File: src/sv/swhsr_pkg.sv
// Shared constants, types and handshake structs for the single-wire humidity sensor reader.
package swhsr_pkg;

  localparam int HIST_DEPTH = 16;
  localparam int HIST_AW    = (HIST_DEPTH > 1) ? $clog2(HIST_DEPTH) : 1;
  localparam int CNT_W      = $clog2(HIST_DEPTH + 1);
  localparam int SUM_W      = $clog2(255 * HIST_DEPTH + 1);
  localparam int DIV_W      = $clog2(25500 * HIST_DEPTH + 1);
  localparam int DCNT_W     = $clog2(DIV_W + 1);
  localparam int HQ_W       = 15;
  localparam int RECIP_W    = 16;
  localparam int RECIP_SH   = 22;
  localparam int PROD_W     = HQ_W + RECIP_W;

  localparam logic [RECIP_W-1:0] RECIP_100 = 16'd41944;
  localparam logic [5:0]         FRAME_LAST = 6'd39;

  localparam logic [1:0] DRV_REL  = 2'd0;
  localparam logic [1:0] DRV_LOW  = 2'd1;
  localparam logic [1:0] DRV_HIGH = 2'd2;

  localparam logic [1:0] ST_OK      = 2'd0;
  localparam logic [1:0] ST_TIMEOUT = 2'd1;
  localparam logic [1:0] ST_CSUM    = 2'd2;

  localparam logic [1:0] CFG_START_LOW   = 2'd0;
  localparam logic [1:0] CFG_RELEASE_HI  = 2'd1;
  localparam logic [1:0] CFG_THRESHOLD   = 2'd2;
  localparam logic [1:0] CFG_TIMEOUT     = 2'd3;

  typedef enum logic [6:0] {
    PH_IDLE     = 7'b0000001,
    PH_LOW      = 7'b0000010,
    PH_HIGH     = 7'b0000100,
    PH_ACK_LOW  = 7'b0001000,
    PH_ACK_HIGH = 7'b0010000,
    PH_BIT_LOW  = 7'b0100000,
    PH_BIT_HIGH = 7'b1000000
  } phase_t;

  typedef enum logic [3:0] {
    SQ_RUN = 4'b0001,
    SQ_DIV = 4'b0010,
    SQ_MUL = 4'b0100,
    SQ_FIN = 4'b1000
  } seq_t;

  typedef struct packed {
    logic       tick_clr;
    logic       tick_inc;
    logic       frame_clr;
    logic       bit_shift;
    logic       fin;
    logic [1:0] fin_status;
    logic       commit;
    logic       div_step;
    logic       mul;
    logic       load_out;
    logic       load_avg;
    logic [1:0] drive;
    logic       busy;
    logic       done;
  } cmd_t;

  typedef struct packed {
    logic ge_low;
    logic ge_high;
    logic ge_tmo;
    logic len_gt;
    logic last_bit;
    logic csum_ok;
    logic div_last;
    logic out_free;
  } sts_t;

endpackage

File: src/sv/swhsr_ctrl.sv
// Controller: sensor protocol phases and the per-transaction sequencer.
module swhsr_ctrl import swhsr_pkg::*; (
  input  logic clk,
  input  logic rst_n,
  input  logic in_valid,
  input  logic in_start_req,
  input  logic in_line_level,
  output logic in_stall,
  input  sts_t sts,
  output cmd_t cmd
);

  phase_t phase_r, phase_nxt;
  seq_t   seq_r, seq_nxt;
  logic   acc;

  assign in_stall = !((seq_r == SQ_RUN) && sts.out_free);
  assign acc      = in_valid && !in_stall;

  always_comb begin
    cmd       = '0;
    phase_nxt = phase_r;
    seq_nxt   = seq_r;
    unique case (seq_r)
      SQ_RUN: begin
        if (acc) begin
          cmd.load_out = 1'b1;
          cmd.busy     = (phase_r != PH_IDLE);
          unique case (phase_r)
            PH_IDLE: begin
              if (in_start_req) begin
                cmd.tick_clr  = 1'b1;
                cmd.frame_clr = 1'b1;
                phase_nxt     = PH_LOW;
              end
            end
            PH_LOW: begin
              cmd.drive    = DRV_LOW;
              cmd.tick_inc = 1'b1;
              if (sts.ge_low) begin
                cmd.tick_clr = 1'b1;
                phase_nxt    = PH_HIGH;
              end
            end
            PH_HIGH: begin
              cmd.drive    = DRV_HIGH;
              cmd.tick_inc = 1'b1;
              if (sts.ge_high) begin
                cmd.tick_clr = 1'b1;
                phase_nxt    = PH_ACK_LOW;
              end
            end
            PH_ACK_LOW, PH_ACK_HIGH, PH_BIT_LOW, PH_BIT_HIGH: begin
              // low-level phases wait for a rise, high-level ones for a fall
              if (in_line_level == ((phase_r == PH_ACK_LOW) || (phase_r == PH_BIT_LOW))) begin
                cmd.tick_clr = 1'b1;
                priority case (1'b1)
                  phase_r == PH_ACK_LOW:  phase_nxt = PH_ACK_HIGH;
                  phase_r == PH_ACK_HIGH: phase_nxt = PH_BIT_LOW;
                  phase_r == PH_BIT_LOW:  phase_nxt = PH_BIT_HIGH;
                  default: begin
                    cmd.bit_shift = 1'b1;
                    if (!sts.last_bit) begin
                      phase_nxt = PH_BIT_LOW;
                    end else if (sts.csum_ok) begin
                      // hold the result back until the new averages are ready
                      cmd.commit     = 1'b1;
                      cmd.load_out   = 1'b0;
                      cmd.fin        = 1'b1;
                      cmd.fin_status = ST_OK;
                      phase_nxt      = PH_IDLE;
                      seq_nxt        = SQ_DIV;
                    end else begin
                      cmd.fin        = 1'b1;
                      cmd.fin_status = ST_CSUM;
                      cmd.done       = 1'b1;
                      phase_nxt      = PH_IDLE;
                    end
                  end
                endcase
              end else if (sts.ge_tmo) begin
                cmd.fin        = 1'b1;
                cmd.fin_status = ST_TIMEOUT;
                cmd.tick_clr   = 1'b1;
                cmd.done       = 1'b1;
                phase_nxt      = PH_IDLE;
              end else begin
                cmd.tick_inc = 1'b1;
              end
            end
            default: begin
              cmd.fin        = 1'b1;
              cmd.fin_status = ST_TIMEOUT;
              cmd.tick_clr   = 1'b1;
              cmd.done       = 1'b1;
              phase_nxt      = PH_IDLE;
            end
          endcase
        end
      end
      SQ_DIV: begin
        cmd.div_step = 1'b1;
        if (sts.div_last) seq_nxt = SQ_MUL;
      end
      SQ_MUL: begin
        cmd.mul = 1'b1;
        seq_nxt = SQ_FIN;
      end
      SQ_FIN: begin
        cmd.drive    = DRV_REL;
        cmd.busy     = 1'b1;
        cmd.done     = 1'b1;
        cmd.load_avg = 1'b1;
        if (sts.out_free) begin
          cmd.load_out = 1'b1;
          seq_nxt      = SQ_RUN;
        end
      end
      default: seq_nxt = SQ_RUN;
    endcase
  end

  always_ff @(posedge clk) begin
    if (!rst_n) begin
      phase_r <= PH_IDLE;
      seq_r   <= SQ_RUN;
    end else begin
      phase_r <= phase_nxt;
      seq_r   <= seq_nxt;
    end
  end

  a_seq_idle: assert property (@(posedge clk) disable iff (!rst_n)
    seq_r != SQ_RUN |-> phase_r == PH_IDLE) else $error("sequencer busy outside idle phase");
  a_no_accept: assert property (@(posedge clk) disable iff (!rst_n)
    seq_r != SQ_RUN |-> in_stall) else $error("input taken while averaging");
  a_commit_div: assert property (@(posedge clk) disable iff (!rst_n)
    cmd.commit |=> seq_r == SQ_DIV) else $error("commit did not start divider");

endmodule

File: src/sv/swhsr_dp.sv
// Datapath: tick counter, frame shifter, histories, sums, divider and result register.
module swhsr_dp import swhsr_pkg::*; (
  input  logic        clk,
  input  logic        rst_n,
  input  logic        cfg_valid,
  input  logic [1:0]  cfg_index,
  input  logic [19:0] cfg_data,
  input  logic        out_stall,
  input  cmd_t        cmd,
  output sts_t        sts,
  output logic        out_valid,
  output logic [1:0]  out_line_drive,
  output logic        out_busy_res,
  output logic        out_done_res,
  output logic [1:0]  out_status,
  output logic [7:0]  out_humidity_last,
  output logic [7:0]  out_temperature_last,
  output logic        out_last_valid,
  output logic        out_average_valid,
  output logic [7:0]  out_humidity_avg_whole,
  output logic [6:0]  out_humidity_avg_hundredths,
  output logic [7:0]  out_temperature_avg_whole,
  output logic [6:0]  out_temperature_avg_hundredths
);

  logic [19:0] start_low_r;
  logic [15:0] rel_high_r, thr_r, tmo_r;
  logic [19:0] tick_r;
  logic [20:0] tick_p1;
  logic [5:0]  bits_r;
  logic [39:0] frame_r, frame_sh;
  logic [1:0]  status_r;
  logic [7:0]  hum_r, tmp_r, new_h, new_t, old_h, old_t;
  logic        lvalid_r, full;
  logic [7:0]  hum_mem [HIST_DEPTH];
  logic [7:0]  tmp_mem [HIST_DEPTH];
  logic [HIST_AW-1:0] pos_r;
  logic [CNT_W-1:0]   cnt_r;
  logic [SUM_W-1:0]   hsum_r, tsum_r, hsum_nxt, tsum_nxt;
  logic [DIV_W-1:0]   dh_r, dt_r;
  logic [CNT_W:0]     rh_r, rt_r, rh_sh, rt_sh, dvs;
  logic               geh, get;
  logic [DCNT_W-1:0]  dcnt_r;
  logic [PROD_W-1:0]  ph_r, pt_r;
  logic [7:0]  ahw_r, atw_r, ahw_new, atw_new;
  logic [6:0]  ahh_r, ath_r, ahh_new, ath_new;
  logic        out_valid_r;

  assign tick_p1  = {1'b0, tick_r} + 21'd1;
  assign frame_sh = {frame_r[38:0], sts.len_gt};
  assign new_h    = frame_sh[39:32];
  assign new_t    = frame_sh[23:16];
  assign full     = (cnt_r == CNT_W'(HIST_DEPTH));
  assign old_h    = hum_mem[pos_r];
  assign old_t    = tmp_mem[pos_r];
  assign hsum_nxt = hsum_r - (full ? SUM_W'(old_h) : '0) + SUM_W'(new_h);
  assign tsum_nxt = tsum_r - (full ? SUM_W'(old_t) : '0) + SUM_W'(new_t);

  always_comb begin
    sts.ge_low   = tick_p1 >= {1'b0, start_low_r};
    sts.ge_high  = tick_p1 >= 21'(rel_high_r);
    sts.ge_tmo   = tick_r >= 20'(tmo_r);
    sts.len_gt   = tick_p1 > 21'(thr_r);
    sts.last_bit = bits_r >= FRAME_LAST;
    sts.csum_ok  = 8'(frame_sh[39:32] + frame_sh[23:16]) == frame_sh[7:0];
    sts.div_last = (dcnt_r == '0);
    sts.out_free = !out_valid_r || !out_stall;
  end

  // one restoring step per cycle for both averages
  assign dvs   = {1'b0, cnt_r};
  assign rh_sh = {rh_r[CNT_W-1:0], dh_r[DIV_W-1]};
  assign rt_sh = {rt_r[CNT_W-1:0], dt_r[DIV_W-1]};
  assign geh   = rh_sh >= dvs;
  assign get   = rt_sh >= dvs;

  assign ahw_new = ph_r[RECIP_SH +: 8];
  assign atw_new = pt_r[RECIP_SH +: 8];
  assign ahh_new = 7'(dh_r[HQ_W-1:0] - HQ_W'(ahw_new) * HQ_W'(100));
  assign ath_new = 7'(dt_r[HQ_W-1:0] - HQ_W'(atw_new) * HQ_W'(100));

  always_ff @(posedge clk) begin
    if (!rst_n) begin
      start_low_r <= 20'd18000;
      rel_high_r  <= 16'd40;
      thr_r       <= 16'd40;
      tmo_r       <= 16'd10000;
      tick_r      <= '0;
      bits_r      <= '0;
      frame_r     <= '0;
      status_r    <= ST_OK;
      hum_r       <= '0;
      tmp_r       <= '0;
      lvalid_r    <= 1'b0;
      pos_r       <= '0;
      cnt_r       <= '0;
      hsum_r      <= '0;
      tsum_r      <= '0;
      ahw_r       <= '0;
      ahh_r       <= '0;
      atw_r       <= '0;
      ath_r       <= '0;
      out_valid_r <= 1'b0;
    end else begin
      if (cfg_valid) begin
        unique case (cfg_index)
          CFG_START_LOW:  start_low_r <= cfg_data;
          CFG_RELEASE_HI: rel_high_r  <= cfg_data[15:0];
          CFG_THRESHOLD:  thr_r       <= cfg_data[15:0];
          CFG_TIMEOUT:    tmo_r       <= cfg_data[15:0];
          default: ;
        endcase
      end
      if (cmd.tick_clr) tick_r <= '0;
      else if (cmd.tick_inc) tick_r <= tick_p1[19:0];
      if (cmd.frame_clr) begin
        bits_r  <= '0;
        frame_r <= '0;
      end else if (cmd.bit_shift) begin
        bits_r  <= bits_r + 6'd1;
        frame_r <= frame_sh;
      end
      if (cmd.fin) status_r <= cmd.fin_status;
      if (cmd.commit) begin
        hum_r    <= new_h;
        tmp_r    <= new_t;
        lvalid_r <= 1'b1;
        hsum_r   <= hsum_nxt;
        tsum_r   <= tsum_nxt;
        if (!full) cnt_r <= cnt_r + CNT_W'(1);
        pos_r <= (pos_r == HIST_AW'(HIST_DEPTH - 1)) ? '0 : pos_r + HIST_AW'(1);
      end
      if (cmd.load_avg && cmd.load_out) begin
        ahw_r <= ahw_new;
        ahh_r <= ahh_new;
        atw_r <= atw_new;
        ath_r <= ath_new;
      end
      if (cmd.load_out) out_valid_r <= 1'b1;
      else if (!out_stall) out_valid_r <= 1'b0;
    end
  end

  always_ff @(posedge clk) begin
    if (cmd.commit) begin
      hum_mem[pos_r] <= new_h;
      tmp_mem[pos_r] <= new_t;
      dh_r   <= DIV_W'(hsum_nxt) * DIV_W'(100);
      dt_r   <= DIV_W'(tsum_nxt) * DIV_W'(100);
      rh_r   <= '0;
      rt_r   <= '0;
      dcnt_r <= DCNT_W'(DIV_W - 1);
    end else if (cmd.div_step) begin
      rh_r   <= geh ? rh_sh - dvs : rh_sh;
      rt_r   <= get ? rt_sh - dvs : rt_sh;
      dh_r   <= {dh_r[DIV_W-2:0], geh};
      dt_r   <= {dt_r[DIV_W-2:0], get};
      dcnt_r <= dcnt_r - DCNT_W'(1);
    end
    if (cmd.mul) begin
      ph_r <= PROD_W'(dh_r[HQ_W-1:0]) * PROD_W'(RECIP_100);
      pt_r <= PROD_W'(dt_r[HQ_W-1:0]) * PROD_W'(RECIP_100);
    end
    if (cmd.load_out) begin
      out_line_drive       <= cmd.drive;
      out_busy_res         <= cmd.busy;
      out_done_res         <= cmd.done;
      out_status           <= cmd.fin ? cmd.fin_status : status_r;
      out_humidity_last    <= hum_r;
      out_temperature_last <= tmp_r;
      out_last_valid       <= lvalid_r;
      out_average_valid    <= (cnt_r != '0);
      out_humidity_avg_whole         <= cmd.load_avg ? ahw_new : ahw_r;
      out_humidity_avg_hundredths    <= cmd.load_avg ? ahh_new : ahh_r;
      out_temperature_avg_whole      <= cmd.load_avg ? atw_new : atw_r;
      out_temperature_avg_hundredths <= cmd.load_avg ? ath_new : ath_r;
    end
  end

  assign out_valid = out_valid_r;

  a_cnt_range: assert property (@(posedge clk) disable iff (!rst_n)
    cnt_r <= CNT_W'(HIST_DEPTH)) else $error("history count overflow");
  a_sum_range: assert property (@(posedge clk) disable iff (!rst_n)
    hsum_r <= SUM_W'(255) * SUM_W'(cnt_r) && tsum_r <= SUM_W'(255) * SUM_W'(cnt_r))
    else $error("running sum out of range");
  a_out_hold: assert property (@(posedge clk) disable iff (!rst_n)
    out_valid_r && out_stall |=> out_valid_r) else $error("stalled result dropped");

endmodule

File: src/sv/single_wire_humidity_sensor_reader.sv
// Top level of the single-wire humidity sensor reader.
//
//  channel | handshake                | payload
//  in_     | in_valid / in_stall      | in_start_req, in_line_level (one line tick)
//  out_    | out_valid / out_stall    | line drive, busy, done, status, last values, averages
//  cfg_    | cfg_valid / cfg_ready    | cfg_index (register 0..3), cfg_data
//
// A tick's result is registered at the end of the cycle that takes it, except for a tick
// that completes a good frame: its result waits for the bit-serial divider that forms both
// averages from the running sums, then for the reciprocal multiply into whole and hundredths.
// Input is stalled while the averages are formed or while a result waits on out_stall.
// Reset is synchronous; histories are never cleared, only counted.
module single_wire_humidity_sensor_reader import swhsr_pkg::*; (
  input  logic        clk,
  input  logic        rst_n,
  input  logic        in_valid,
  output logic        in_stall,
  input  logic        in_start_req,
  input  logic        in_line_level,
  output logic        out_valid,
  input  logic        out_stall,
  output logic [1:0]  out_line_drive,
  output logic        out_busy_res,
  output logic        out_done_res,
  output logic [1:0]  out_status,
  output logic [7:0]  out_humidity_last,
  output logic [7:0]  out_temperature_last,
  output logic        out_last_valid,
  output logic        out_average_valid,
  output logic [7:0]  out_humidity_avg_whole,
  output logic [6:0]  out_humidity_avg_hundredths,
  output logic [7:0]  out_temperature_avg_whole,
  output logic [6:0]  out_temperature_avg_hundredths,
  input  logic        cfg_valid,
  output logic        cfg_ready,
  input  logic [1:0]  cfg_index,
  input  logic [19:0] cfg_data
);

  cmd_t cmd;
  sts_t sts;

  assign cfg_ready = 1'b1;

  swhsr_ctrl u_ctrl (
    .clk           (clk),
    .rst_n         (rst_n),
    .in_valid      (in_valid),
    .in_start_req  (in_start_req),
    .in_line_level (in_line_level),
    .in_stall      (in_stall),
    .sts           (sts),
    .cmd           (cmd)
  );

  swhsr_dp u_dp (
    .clk                            (clk),
    .rst_n                          (rst_n),
    .cfg_valid                      (cfg_valid),
    .cfg_index                      (cfg_index),
    .cfg_data                       (cfg_data),
    .out_stall                      (out_stall),
    .cmd                            (cmd),
    .sts                            (sts),
    .out_valid                      (out_valid),
    .out_line_drive                 (out_line_drive),
    .out_busy_res                   (out_busy_res),
    .out_done_res                   (out_done_res),
    .out_status                     (out_status),
    .out_humidity_last              (out_humidity_last),
    .out_temperature_last           (out_temperature_last),
    .out_last_valid                 (out_last_valid),
    .out_average_valid              (out_average_valid),
    .out_humidity_avg_whole         (out_humidity_avg_whole),
    .out_humidity_avg_hundredths    (out_humidity_avg_hundredths),
    .out_temperature_avg_whole      (out_temperature_avg_whole),
    .out_temperature_avg_hundredths (out_temperature_avg_hundredths)
  );

endmodule
File: config.mk
export PLATFORM = sky130hd
export DESIGN_NAME = single_wire_humidity_sensor_reader
export DESIGN_NICKNAME = d
export VERILOG_FILES = /design/src/sv/swhsr_pkg.sv /design/src/sv/swhsr_ctrl.sv /design/src/sv/swhsr_dp.sv /design/src/sv/single_wire_humidity_sensor_reader.sv
export SDC_FILE = /design/constraint.sdc
export NUM_CORES = 2
export LEC_CHECK = 0
export BUFFER_PORTS_ARGS = -buffer_cell sky130_fd_sc_hd__clkbuf_2
export CAP_MARGIN = 40
export CORE_MARGIN = 4
export CORE_UTILIZATION = 30
export CTS_BUF_LIST = sky130_fd_sc_hd__clkbuf_8
export DETAILED_ROUTE_END_ITERATION = 10
export SLEW_MARGIN = 30
export SYNTH_ARGS = -nofsm -noshare
export SYNTH_HDL_FRONTEND = slang
export SYNTH_SLANG_ARGS = --single-unit
File: constraint.sdc
create_clock -name clk -period 10.35 [get_ports clk]
set_clock_uncertainty 0.2 [all_clocks]
set_input_delay 0.5175 -clock clk [delete_from_list [all_inputs] [get_ports clk]]
set_output_delay 0.5175 -clock clk [all_outputs]
set_load 0.05 [all_outputs]
Word-level counts from Yosys, hierarchy flattened
Memories as Yosys holds them, arrays and structs flattened. A register that Yosys moved wholly into a read port is not among the register bits.
Index checks and enable logic that the tools add are counted.
{"block": "totals", "n_memories": 2, "ff_bits": 388, "in_bits": 29, "wordCells": 222, "output_inout_bits": 57, "ram_bits": 256}
{"block": "op_classes", "n_bitwise": 2, "magnitude_cmp": 7, "n_mul": 6, "reduce_logical": 24, "n_mux": 90, "n_eq_ne": 34, "addsub": 14}
{"name": "u_dp.hum_mem", "words": 16, "word_bits": 8, "rd": 1, "rd_ports_with_merged_regs": 1, "wr": 1, "line": "swhsr_dp.sv:35", "rtl": "logic [7:0] hum_mem [HIST_DEPTH];"}
{"name": "u_dp.tmp_mem", "words": 16, "word_bits": 8, "rd": 1, "rd_ports_with_merged_regs": 1, "wr": 1, "line": "swhsr_dp.sv:36", "rtl": "logic [7:0] tmp_mem [HIST_DEPTH];"}
{"op": "2-to-1 mux 19 bit", "n": 4}
{"op": "2-to-1 mux 7 bit", "n": 10}
{"op": "2-to-1 mux 4 bit", "n": 17}
{"op": "multiplier 15 x 13 -> 27 bit (second input constant)", "n": 2}
{"op": "2-to-1 mux 8 bit", "n": 6}
{"op": "multiplier 12 x 5 -> 17 bit (second input constant)", "n": 2}
{"op": "2-to-1 mux 1 bit", "n": 34}
{"op": "one-hot mux 7 bit (4 select lines)", "n": 1}
{"op": "2-to-1 mux 5 bit", "n": 5}
{"op": "adder 12 x 8 -> 12 bit", "n": 2}
{"op": "subtractor 12 bit", "n": 2}
{"op": "adder 20 x 1 -> 21 bit (second input constant)", "n": 1}
{"op": ">= comparator 21 x 16 -> 1 bit", "n": 1}
{"op": ">= comparator 21 x 20 -> 1 bit", "n": 1}
{"op": "> comparator 21 x 16 -> 1 bit", "n": 1}
{"op": ">= comparator 20 x 16 -> 1 bit", "n": 1}
{"op": "!= test 2 bit (second input constant)", "n": 10}
{"op": "multiplier 8 x 5 -> 5 bit (second input constant)", "n": 2}
{"op": "one-hot mux 4 bit (4 select lines)", "n": 1}
{"op": "subtractor 7 bit", "n": 2}
{"op": ">= comparator 6 x 5 -> 1 bit", "n": 2}
{"op": "AND reduction 10 bit", "n": 1}
{"op": "AND reduction 2 bit", "n": 5}
{"op": "subtractor 5 bit", "n": 2}
{"op": "other kinds (45)", "n": 62}

Depth between registers and ports, before layout
{"block": "logic_depth", "word_depth": 14, "ltp_mapped": 30, "ltp_nobuf": 29}

Modules after synthesis
Synthesis repeated with hierarchy kept, for this count alone.
{"block": "hier_totals", "cells_unflattened": 3304, "area_unflattened_um2": 37247.0}
{"module": "swhsr_dp", "n_inst": 1, "area_each_um2": 36287.3, "seq_area_each_um2": 15595.0, "cells_each": 3168}
{"module": "swhsr_ctrl", "n_inst": 1, "area_each_um2": 948.4, "seq_area_each_um2": 220.2, "cells_each": 134}
{"module": "single_wire_humidity_sensor_reader", "n_inst": 1, "area_each_um2": 11.3, "seq_area_each_um2": 0.0, "cells_each": 2}

Worst setup path before layout
OpenSTA, ideal clock, no wires.
{"block": "synth_timing", "path_kind": "flip-flop to flip-flop", "from": "reg (tool-made name)", "to": "reg u_dp.dh_r[18] (data pin)", "setup_ns": 0.268, "setup_slack_ns": 3.002, "t_arrival_ns": 6.880, "path_stages_with_launch": 28, "path_buffers": 2, "synth_period_minus_slack_ns": 7.348, "required_ns": 9.882, "cell_sequence": "dfxtp_1 > clkbuf_1 > buf_1 > mux4_2 > mux4_2 > nor2b_1 > fa_1 > inv_1 > ha_1 > a211o_1 > a2111oi_1 > nor2_1 > a21oi_1 > xnor2_1 > ha_1 > ha_1 > inv_1 > fa_1 > inv_1 > ha_1 > inv_1 > o21bai_1 > a31oi_1 > nor2b_1 > o21a_1 > o41ai_1 > xnor2_1 > o21ai_0"}
{"element": "end signal, assigned", "line": "swhsr_dp.sv:148", "rtl": "dh_r <= DIV_W'(hsum_nxt) * DIV_W'(100);"}
{"element": "end signal, assigned", "line": "swhsr_dp.sv:156", "rtl": "dh_r <= {dh_r[DIV_W-2:0], geh};"}
{"element": "end, declared", "line": "swhsr_dp.sv:40", "rtl": "logic [DIV_W-1:0] dh_r, dt_r;"}

==> reports/results.ini <==
[yosys]
ys_seq_area_frac = 0.431
synth.net_count = 3999
synth_ff_type = edfxtp_1
synth_area_leaders = edfxtp_1 29%, ha_1 14%, dfxtp_1 14%
netlist.area_leader.share = 0.295
synth_most_common_cell = nand2_1
avgSynthCellArea_um2 = 10.8
synth_top_area_cell = edfxtp_1
syn_area_um2 = 36700
synthArstFlopShare = 0
yosys_warnings = 0
synth_cells = 3395
synth_cell_types = 77
synth_commonest_cells = 472 x nand2_1, 467 x inv_1, 404 x ha_1
synth-seq-cells = 610
synth_edf_count = 360

[clocking]
cts_root_buf = clkbuf_8
cts.hold.buffers_added = 28
cts_sinks = 610
ctsHtreeMaxLevel = 3
clkTransAtPathRegs_ns = 0.07
post_cts_resized = 0
cts_buffers = 105
clk_path_buf_depth = 3
postCtsSetupBuffers = 0
cts_tree = built
clk_latency_ns = 0.75

[place]
io_buffers = 84
post_dp_cell_area_um2 = 39200
dp_hpwl_um = 60700
place_congestion = 0.858

[min_path]
hold_depth = 4
hold_path_end = u_dp.out_valid$_SDFFE_PN0P_
hold_path.class = input pin to register
min_from = out_stall

[route]
wl_per_cell_um = 16.2
drtAntennaViolNets = 0
drt-initial-drc-count = 1624
wl_met1_um = 40600
routed.top_layer = met4
via_per_inst = 4.67
drt-pass1-iter-count = 5
wl_um = 85300
vias = 24595
wl_met2_um = 38700
met3_length_um = 3770
route.detailed.drc = 0

[power_and_ir_drop]
vdd_ir_drop_max_v = 0.0000881
p_leak_uw = 0.0181
p_per_area_nw_per_um2 = 120

[floorplan]
ios = 86
core_um2 = 122000
dieHeight_um = 358
row_count = 128
initial_core_util = 0.302
dieArea_um2 = 128000
die_x_um = 358

[final_layout]
seqCellArea_um2 = 15800
areaGrowthSynthToFinish_pct = 13.9
nets = 4154
post-route-util = 0.344
drive_above_1_share = 0.114
fin_area_um2 = 41800
multi_input_area_um2 = 18700
n_fill_cell = 12087

[sta]
hold_ws_ns = 0.0887
setup_viol = 0
hold_viol_final = 0
tightest_slew_ns = 0.881
fmaxAchievable_ghz = 0.128
rsz0062_at_grt = false
layout_min_cycle_time_ns = 7.83
period_share = 0.757
worst_slew_margin_rel = 0.405
slew_viol_final = 0
fin_tns_setup_ns = 0

[global_routing]
grt_pass1_vias = 24403
grt_pass1_wl_um = 136000
track_usage = 0.134
antenna_found_initial = 4
grt_max_degree = 74
grt_overflow = 0

[worst_setup_path]
cp-end-kind = register
crit_chain = buf_4 -> mux4_2 -> mux4_2 -> nor2b_1 -> fa_1 -> inv_1 -> ha_1 -> o21a_1 -> a2111oi_1 -> nor3_1 -> a2111oi_2 -> xnor2_1 -> inv_1 -> fa_1 -> inv_1 -> ha_1 -> nor3_1 -> o211ai_1 -> a31oi_1 -> nor2b_1 -> o21a_1 -> o41ai_1 -> xor2_1 -> o21ai_0
timing.rr.end = u_dp.dh_r[17]$_DFFE_PP_
crit_top_cell = inv_1
worst_path_largest_cell_delay_ns = 0.81
cp-start-kind = register
r2r_cells = 24
reg2reg_slack_ns = 2.52
crit_slowest_cell = dfxtp_2
crit_arrival_ns = 8.07
cp.required_ns = 10.59
cp_max_fo = 36
criticalPathCategory = register to register

[run]
maxCapViolCount = 0

[outcome]
status = finished, final reports clean

==> critical path, delay by kind of cell, from the launching register on <==
family          cells  cell delay [ns]
compound gates      8             2.13
xor+xnor            2             0.39
fa+ha+maj           4             1.59
buf+inv             4             0.82
flops               1             0.81
mux                 2             0.91
simple gates        4             0.65
==> routing by layer <==
metal  global-route usage  vias to the layer above
met1                0.189                    11967
met3               0.0218                      133
met5                    0                        -
met2                0.211                      483
met4               0.0395                        0
li1                     -                    12012
==> cell families (layout without fill, tap and decap cells) <==
| kind of cell | after synthesis | in the layout | synth area share |
|---|---|---|---|
| adders and majority gates | 575 | 575 | 0.231 |
| and+or+nand+nor | 873 | 873 | 0.106 |
| xor gates and xnor gates | 148 | 148 | 0.0353 |
| AOI/OAI and AO/OA | 514 | 514 | 0.0841 |
| muxes | 87 | 87 | 0.0511 |
| other | 1 | 4 | 0.000102 |
| buffers and inverters | 587 | 829 | 0.0610 |
| DFF | 610 | 610 | 0.431 |
==> worst max path at each step <==
stage / from / to / slack, ns / cells past startpoint
finish: register / u_dp.dh_r[17]$_DFFE_PP_ / 2.52 / 24
global route: register / u_dp.dh_r[18]$_DFFE_PP_ / 1.90 / 24
CTS: register / u_dp.dh_r[17]$_DFFE_PP_ / 2.48 / 24
detailed placement: register / u_dp.dh_r[17]$_DFFE_PP_ / 2.49 / 24
global placement: register / u_dp.dh_r[17]$_DFFE_PP_ / 2.42 / 27
floorplan: register / u_dp.dh_r[18]$_DFFE_PP_ / 3.00 / 27
==> stage by stage <==
step	cells	setup slack (ns)	total power [uW]
floorplan	3395	3.00	2740
global placement	5030	2.42	2790
detailed placement	5037	2.49	2790
CTS	5259	2.48	5080
global route	5265	1.90	5200
finish	5265	2.52	5020
==> sequential cells by signal (all words and copies together), names as in the netlist, 16 cells and up, named ones only <==
| name | flops |
|---|---|
| u_dp.dt_r | 19 |
| u_dp.rel_high_r | 16 |
| u_dp.dh_r | 19 |
| u_dp.hum_mem | 128 |
| u_dp.tmo_r | 16 |
| u_dp.tmp_mem | 128 |
| u_dp.frame_r | 39 |
| u_dp.tick_r | 20 |
| u_dp.thr_r | 16 |
| u_dp.start_low_r | 20 |
==> placed cells by master, fill, tap and decap left out, drive strengths merged, types with 84 or more instances in the layout <==
master  count
fa        171
ha        404
nor2      158
o21ai      84
clkbuf    203
dfxtp     250
a21oi     242
nand2     473
inv       509
edfxtp    360
==> final cells by class <==
| type | count | area share |
|---|---|---|
| flip-flops and latches | 610 | 0.379 |
| multi-input cells | 2198 | 0.448 |
| repair buffers | 167 | 0.0294 |
| inverters | 468 | 0.0421 |
| well taps | 1625 | 0.0487 |
| clock buffers | 119 | 0.0392 |
| diodes | 3 | 0.000180 |
| clock inverters | 75 | 0.0133 |
==> report_power, final <==
| part | switching, uW | leakage (uW) | internal, uW | total (uW) |
|---|---|---|---|---|
| Clock | 1030 | 0.00127 | 1240 | 2270 |
| Combinational | 123 | 0.0108 | 45.9 | 169 |
| Sequential | 11.8 | 0.00606 | 2570 | 2580 |
| Total | 1170 | 0.0181 | 3850 | 5020 |
Note: power is estimated with default switching activity, not from simulation.
